==> src/rtl/drfl_pkg.sv <==
// ----------------------------------------------------------------------------
// drfl_pkg: shared types and constants for the dated rate floor lookup
// Widths, status codes, command and status structs, month length table.
// ----------------------------------------------------------------------------
package drfl_pkg;

  // table geometry
  localparam int TABLE_DEPTH   = 1024;
  localparam int ADDR_W        = (TABLE_DEPTH > 1) ? $clog2(TABLE_DEPTH) : 1;
  localparam int CNT_W         = $clog2(TABLE_DEPTH + 1);

  // field widths
  localparam int YEAR_W        = 14;
  localparam int MONTH_W       = 7;
  localparam int DAY_W         = 7;
  localparam int AMOUNT_W      = 32;
  localparam int RATE_W        = 40;
  localparam int STATUS_W      = 3;
  localparam int PRODUCT_W     = 49;
  localparam int KEY_W         = YEAR_W + 4 + 5;
  localparam int MAG_AMT_W     = AMOUNT_W - 1;
  localparam int MAG_RATE_W    = RATE_W - 1;

  // fixed point and product split
  localparam int FRACTION_BITS = 16;
  localparam int LO_W          = 32;
  localparam int HI_W          = MAG_RATE_W - LO_W;
  localparam int PLO_W         = MAG_AMT_W + LO_W;
  localparam int PHI_W         = MAG_AMT_W + HI_W;
  localparam int FULL_W        = MAG_AMT_W + MAG_RATE_W;

  // year / 100 by reciprocal multiply
  localparam int CENT_SHIFT    = 20;
  localparam int CENT_RECIP    = (1 << CENT_SHIFT) / 100 + 1;
  localparam int CENT_W        = 8;
  localparam int YSCALE_W      = YEAR_W + CENT_SHIFT - 5;
  localparam int YCHK_W        = YEAR_W + 1;

  // limits
  localparam logic [YEAR_W-1:0]    YEAR_MAX         = YEAR_W'(9999);
  localparam logic [MONTH_W-1:0]   MONTH_MAX        = MONTH_W'(12);
  localparam logic [MAG_AMT_W-1:0] MAX_AMOUNT_RESET = MAG_AMT_W'(65536000);

  // status codes
  localparam logic [STATUS_W-1:0] ST_OK         = 3'd0;
  localparam logic [STATUS_W-1:0] ST_BAD_DATE   = 3'd1;
  localparam logic [STATUS_W-1:0] ST_NEG_AMOUNT = 3'd2;
  localparam logic [STATUS_W-1:0] ST_TOO_LARGE  = 3'd3;
  localparam logic [STATUS_W-1:0] ST_NO_RATE    = 3'd4;
  localparam logic [STATUS_W-1:0] ST_FULL       = 3'd5;
  localparam logic [STATUS_W-1:0] ST_NEG_RATE   = 3'd6;

  // controller to datapath commands
  typedef struct packed {
    logic                capture;
    logic                scan_start;
    logic                scan_run;
    logic                write_hit;
    logic                write_new;
    logic                mul_lo;
    logic                mul_hi;
    logic                emit;
    logic                emit_product;
    logic [STATUS_W-1:0] code;
  } ctl_cmd_t;

  // datapath to controller status
  typedef struct packed {
    logic is_query;
    logic date_ok;
    logic amt_neg;
    logic amt_big;
    logic rate_neg;
    logic scan_done;
    logic found;
    logic match;
    logic full;
  } dp_stat_t;

  // days in month, February by leap flag; invalid months give zero
  function automatic logic [4:0] month_days(input logic [3:0] m, input logic leap);
    logic [4:0] len;
    case (m)
      4'd1, 4'd3, 4'd5, 4'd7, 4'd8, 4'd10, 4'd12: len = 5'd31;
      4'd4, 4'd6, 4'd9, 4'd11:                    len = 5'd30;
      4'd2:                                       len = leap ? 5'd29 : 5'd28;
      default:                                    len = 5'd0;
    endcase
    return len;
  endfunction

endpackage

==> src/rtl/drfl_ctrl.sv <==
// ----------------------------------------------------------------------------
// drfl_ctrl: sequencing state machine
// Steps one transaction through check, table scan, update and multiply.
// ----------------------------------------------------------------------------
module drfl_ctrl import drfl_pkg::*; (
  input  logic     clk,
  input  logic     rst,
  input  logic     start,
  input  dp_stat_t stat,
  output ctl_cmd_t cmd,
  output logic     busy
);

  localparam logic [2:0] S_IDLE   = 3'd0;
  localparam logic [2:0] S_CHECK  = 3'd1;
  localparam logic [2:0] S_SCAN   = 3'd2;
  localparam logic [2:0] S_UPDATE = 3'd3;
  localparam logic [2:0] S_MUL_HI = 3'd4;
  localparam logic [2:0] S_SUM    = 3'd5;

  logic [2:0] state;
  logic [2:0] state_next;

  // state register
  always_ff @(posedge clk) begin
    if (rst) begin
      state <= S_IDLE;
    end else begin
      state <= state_next;
    end
  end

  // next state and commands
  always_comb begin
    state_next = state;
    cmd        = '0;
    cmd.code   = ST_OK;
    unique case (state)
      S_IDLE: begin
        if (start) begin
          cmd.capture = 1'b1;
          state_next  = S_CHECK;
        end
      end
      S_CHECK: begin
        priority if (!stat.date_ok) begin
          cmd.emit   = 1'b1;
          cmd.code   = ST_BAD_DATE;
          state_next = S_IDLE;
        end else if (stat.is_query && stat.amt_neg) begin
          cmd.emit   = 1'b1;
          cmd.code   = ST_NEG_AMOUNT;
          state_next = S_IDLE;
        end else if (stat.is_query && stat.amt_big) begin
          cmd.emit   = 1'b1;
          cmd.code   = ST_TOO_LARGE;
          state_next = S_IDLE;
        end else if (!stat.is_query && stat.rate_neg) begin
          cmd.emit   = 1'b1;
          cmd.code   = ST_NEG_RATE;
          state_next = S_IDLE;
        end else begin
          cmd.scan_start = 1'b1;
          state_next     = S_SCAN;
        end
      end
      S_SCAN: begin
        cmd.scan_run = 1'b1;
        if (stat.scan_done) begin
          state_next = S_UPDATE;
        end
      end
      S_UPDATE: begin
        priority if (stat.is_query && !stat.found) begin
          cmd.emit   = 1'b1;
          cmd.code   = ST_NO_RATE;
          state_next = S_IDLE;
        end else if (stat.is_query) begin
          cmd.mul_lo = 1'b1;
          state_next = S_MUL_HI;
        end else if (stat.match) begin
          cmd.write_hit = 1'b1;
          cmd.emit      = 1'b1;
          state_next    = S_IDLE;
        end else if (stat.full) begin
          cmd.emit   = 1'b1;
          cmd.code   = ST_FULL;
          state_next = S_IDLE;
        end else begin
          cmd.write_new = 1'b1;
          cmd.emit      = 1'b1;
          state_next    = S_IDLE;
        end
      end
      S_MUL_HI: begin
        cmd.mul_hi = 1'b1;
        state_next = S_SUM;
      end
      S_SUM: begin
        cmd.emit         = 1'b1;
        cmd.emit_product = 1'b1;
        state_next       = S_IDLE;
      end
      default: begin
        state_next = S_IDLE;
      end
    endcase
  end

  assign busy = (state != S_IDLE);

endmodule

==> config.mk <==
export PLATFORM = sky130hd
export DESIGN_NAME = drfl_ctrl
export DESIGN_NICKNAME = d
export VERILOG_FILES = /design/src/rtl/drfl_pkg.sv /design/src/rtl/drfl_ctrl.sv
export SDC_FILE = /design/constraint.sdc
export NUM_CORES = 1
export LEC_CHECK = 0
export BUFFER_PORTS_ARGS = -buffer_cell sky130_fd_sc_hd__buf_2
export CAP_MARGIN = 20
export CORE_AREA = 4 4 41 43
export DETAILED_ROUTE_END_ITERATION = 10
export DIE_AREA = 0 0 45 47
export PLACE_DENSITY = 0.67
export SLEW_MARGIN = 20
export SYNTH_ARGS = -nofsm -noshare
export SYNTH_HDL_FRONTEND = slang
export SYNTH_SLANG_ARGS = --single-unit
==> constraint.sdc <==
create_clock -name clk -period 1.8 [get_ports clk]
set_input_delay 0.09 -clock clk [delete_from_list [all_inputs] [get_ports clk]]
set_output_delay 0.09 -clock clk [all_outputs]
set_load 0.1 [all_outputs]
* After elaboration in Yosys (flattened, before gate mapping)
Index checks and enable logic that the tools add are counted.
** Operators by class
- Eq/ne operators :: 7
- Mux-type cells :: 42
- Reduce and logical (&&, ||, !) cells :: 9
** Operators by type and width (number)
- $mux 3 :: 17
- $mux 1 :: 20
- $pmux 3 s5 :: 1
- $eq 3x2->1 const B :: 2
- $eq 3x3->1 const B :: 2
- $pmux 3 s2 :: 1
- $logic_and 1x1->1 :: 4
- $mux 2 :: 2
- $ne 2x2->1 const B :: 2
- $eq 3x1->1 const B :: 1
- $logic_not 3->1 :: 1
- $pmux 1 s3 :: 1
- $reduce_bool 3->1 :: 1
- $logic_not 1->1 :: 2
- $reduce_and 2->1 :: 1
** Word-level totals
- Register bits :: 3
- Bits of input ports :: 12
- Output and inout bits :: 13
- Word-level logic and storage cells :: 59

* Longest topological paths before layout
- Depth in word-level cells :: 7
- Gate-level depth with buffers :: 4
- Mapped depth without buffers :: 3

* Worst setup path before layout
OpenSTA, ideal clock, no wires.
- Kind :: register -> output
- From :: register state[2]
- To :: output port cmd[7] (netlist bit)
- Arrival :: 3449 ps
- Data required time :: 1710 ps
- Slack :: -1739 ps
- Cell stages (with the launch flop) :: 4
- Path buffers :: 1
- Path through :: dfxtp_1 > buf_4 > nand3b_1 > nor4_1
** RTL lines
- start: declaration :: line drfl_ctrl.sv:21 : logic [2:0] state;
- start signal: assignment :: line drfl_ctrl.sv:29 : state <= state_next;
- end: declaration :: line drfl_ctrl.sv:10 : output ctl_cmd_t cmd,

==> results.yml <==
outcome:
  status: "finished, final reports clean"
pwr:
  power.density_mw_per_mm2: 551
  power_frac_clock: 0.359
  intPower_mw: 0.200
  power_frac_seq: 0.214
  p_sw_mw: 0.149
  peakVddDrop_mv: 0.413
  leakage_nw: 0.283
  p_comb_frac: 0.427
  power_mw: 0.349
  swShare: 0.427
yosys:
  synth_cell_type_count: 26
  synth_top_area_cell: "dfxtp_1"
  synthCells: 47
  synth_area_leaders: "dfxtp_1 18%, nor2_1 7.8%, nand2_1 6.7%, nor3b_1 6.7%, nor3b_4 5.6%"
  ys_seq_area_frac: 0.178
  yosysWarningCount: 0
  synth.cell_area_um2: 337
  avgSynthCellArea_um2: 7.16
  ys_seq_elements: 3
  syn_nets: 59
  synth_top_cell_area_share: 0.178
clock_network:
  clock_tree.root_cell: "clkbuf_4"
  cts_buffer_depth: 2
  cts_resized: 0
  cts_tree: "yes"
  cts_inserted_buffers: 3
  cts_max_level: 1
  clock-sinks: 3
  clkTransAtPathRegs_ps: 40
  clkLatencyLatePin_ps: 240
  postCtsSetupRepairBufs: 0
  cts.hold.buffers_added: 0
setup_path:
  required_ps: 1710
  critPathBufInv: 1
  path_cells: "and4bb_2 -> nand2_1 -> o211ai_1 -> buf_12"
  crit_type: "flop to output pin"
  crit_fanout: 11
  critPathMaxStageDelay_ps: 400
  start_kind: "flop"
  cp_top_family: "simple AND/OR/NAND/NOR gates"
  slowest_stage: "dfxtp_1"
  cp-end-kind: "output pin"
  arrival_ps: 1580
routing:
  initialDrtViolationCount: 12
  drc: 0
  post_drt_wl_per_cell_um: 12.4
  dr.pass1.iters: 4
  ant_nets: 0
  vias: 436
  via_per_inst: 5.07
  wirelength_mm: 1.07
global_route:
  grt_pass1_vias: 425
  antenna_found_initial: 0
  grt_pass1_wl_mm: 1.72
  grt_usage: 0.118
  grt_max_degree: 12
  overflow: 0
floorplanning:
  die_h_um: 47
  io_pins: 25
  coreArea_mm2: 0.00130
  die_x_um: 45
  start_util: 0.259
  rows: 13
  die-area_mm2: 0.00212
timing:
  setup_tns_ps: 0
  maxSlewViolCount: 0
  rsz0062_at_grt: "no"
  finalClockSkew_ps: 4.79
  slew_headroom: 0.675
  timing.hold.ws_ps: 17.6
  post-route-min-period_ps: 1670
  fmax_mhz: 600
  final.period_utilization: 0.926
  worst_pin_slew_ps: 491
  setup_viol_count_final: 0
  hold_violations: 0
worst_hold_path:
  holdCritPathClass: "primary input to flop"
finish:
  nNetsFinal: 84
  antennaDiodeCount: 0
  top_register: "state"
  largest_register_ffs: 3
  stdcell_count: 86
  drive_above_1_share: 0.577
  syn_to_final_growth_pct: 88.1
  layout_common_cells: "16 x buf_2, 6 x nand2_1, 6 x buf_12, 5 x clkbuf_4, 4 x nor2_1"
  largest_registers: "state (3)"
  layout_commonest_cell: "buf_2"
placement:
  place_hpwl_um: 800
  placed_cells_incl_taps: 82
  gp_congestion: 0.713
  io_buffers: 24
flow_run:
  cap_violations: 0
[Yosys cell counts (all sizes together)]
| cell | n |
|---|---|
| nor3b | 4 |
| a21bo | 1 |
| o2bb2ai | 1 |
| a32o | 1 |
| and3b | 1 |
| o21a | 1 |
| nor3 | 3 |
| nand3b | 2 |
| o22a | 1 |
| and4bb | 1 |
| and3 | 1 |
| nand3 | 1 |
| nor2 | 7 |
| nor4 | 1 |
| o21ai | 2 |
| nand2 | 6 |
| inv | 3 |
| dfxtp | 3 |
| o211ai | 1 |
| or3 | 1 |
| buf | 4 |
| nor2b | 1 |
[path summary, 6_finish.rpt]
path | slack [ps] | from | endpoint | depth (start not counted)
max reg2reg | 610 | state[2] | state[2] | 3
max | 130 | state[2] | cmd[2] | 4
min | 20 | rst | state[0] | 2
min reg2reg | 530 | state[0] | state[0] | 1
[through the flow]
| stage | area (um2) | setup slack, ps | utilization |
|---|---|---|---|
| final | 633 | 133 | 0.487 |
| after global routing | 633 | 9.87 | 0.487 |
| after CTS | 622 | 22.2 | 0.478 |
| after detailed placement | 596 | 312 | 0.458 |
| after global placement | 596 | 364 | 0.458 |
| after floorplan | 408 | -520 | - |
[power by group through the flow]
stage / clock [mW] / sequential, mW / combinational [mW]
finish: 0.125 / 0.0747 / 0.149
detailed placement: 0 / 0.0748 / 0.149
CTS: 0.130 / 0.0742 / 0.149
global placement: 0 / 0.0743 / 0.148
global route: 0.136 / 0.0753 / 0.156
floorplan: 0 / 0.0705 / 0.110
[metal layers]
layer / vias up / track usage / share of wire
li1: 215 / - / -
met1: 200 / 0.113 / 0.36
met2: 18 / 0.206 / 0.55
met3: 3 / 0.0230 / 0.066
met4: 0 / 0.123 / 0.026
met5: - / 0 / 0
[kinds of logic after synthesis]
family	synth area share
DFF	0.178
buffers and inverters	0.126
and+or+nand+nor	0.509
AOI/OAI and AO/OA	0.186
[final cells by class]
class                      instances  area [um2]
clock buffer                       4        26.3
fill                             138         668
inverter                           3        11.3
multi-input combinational         37         300
sequential                         3        61.3
tap                               15        18.8
timing repair buffer              24         215
Power figures use the tool's default switching activity.
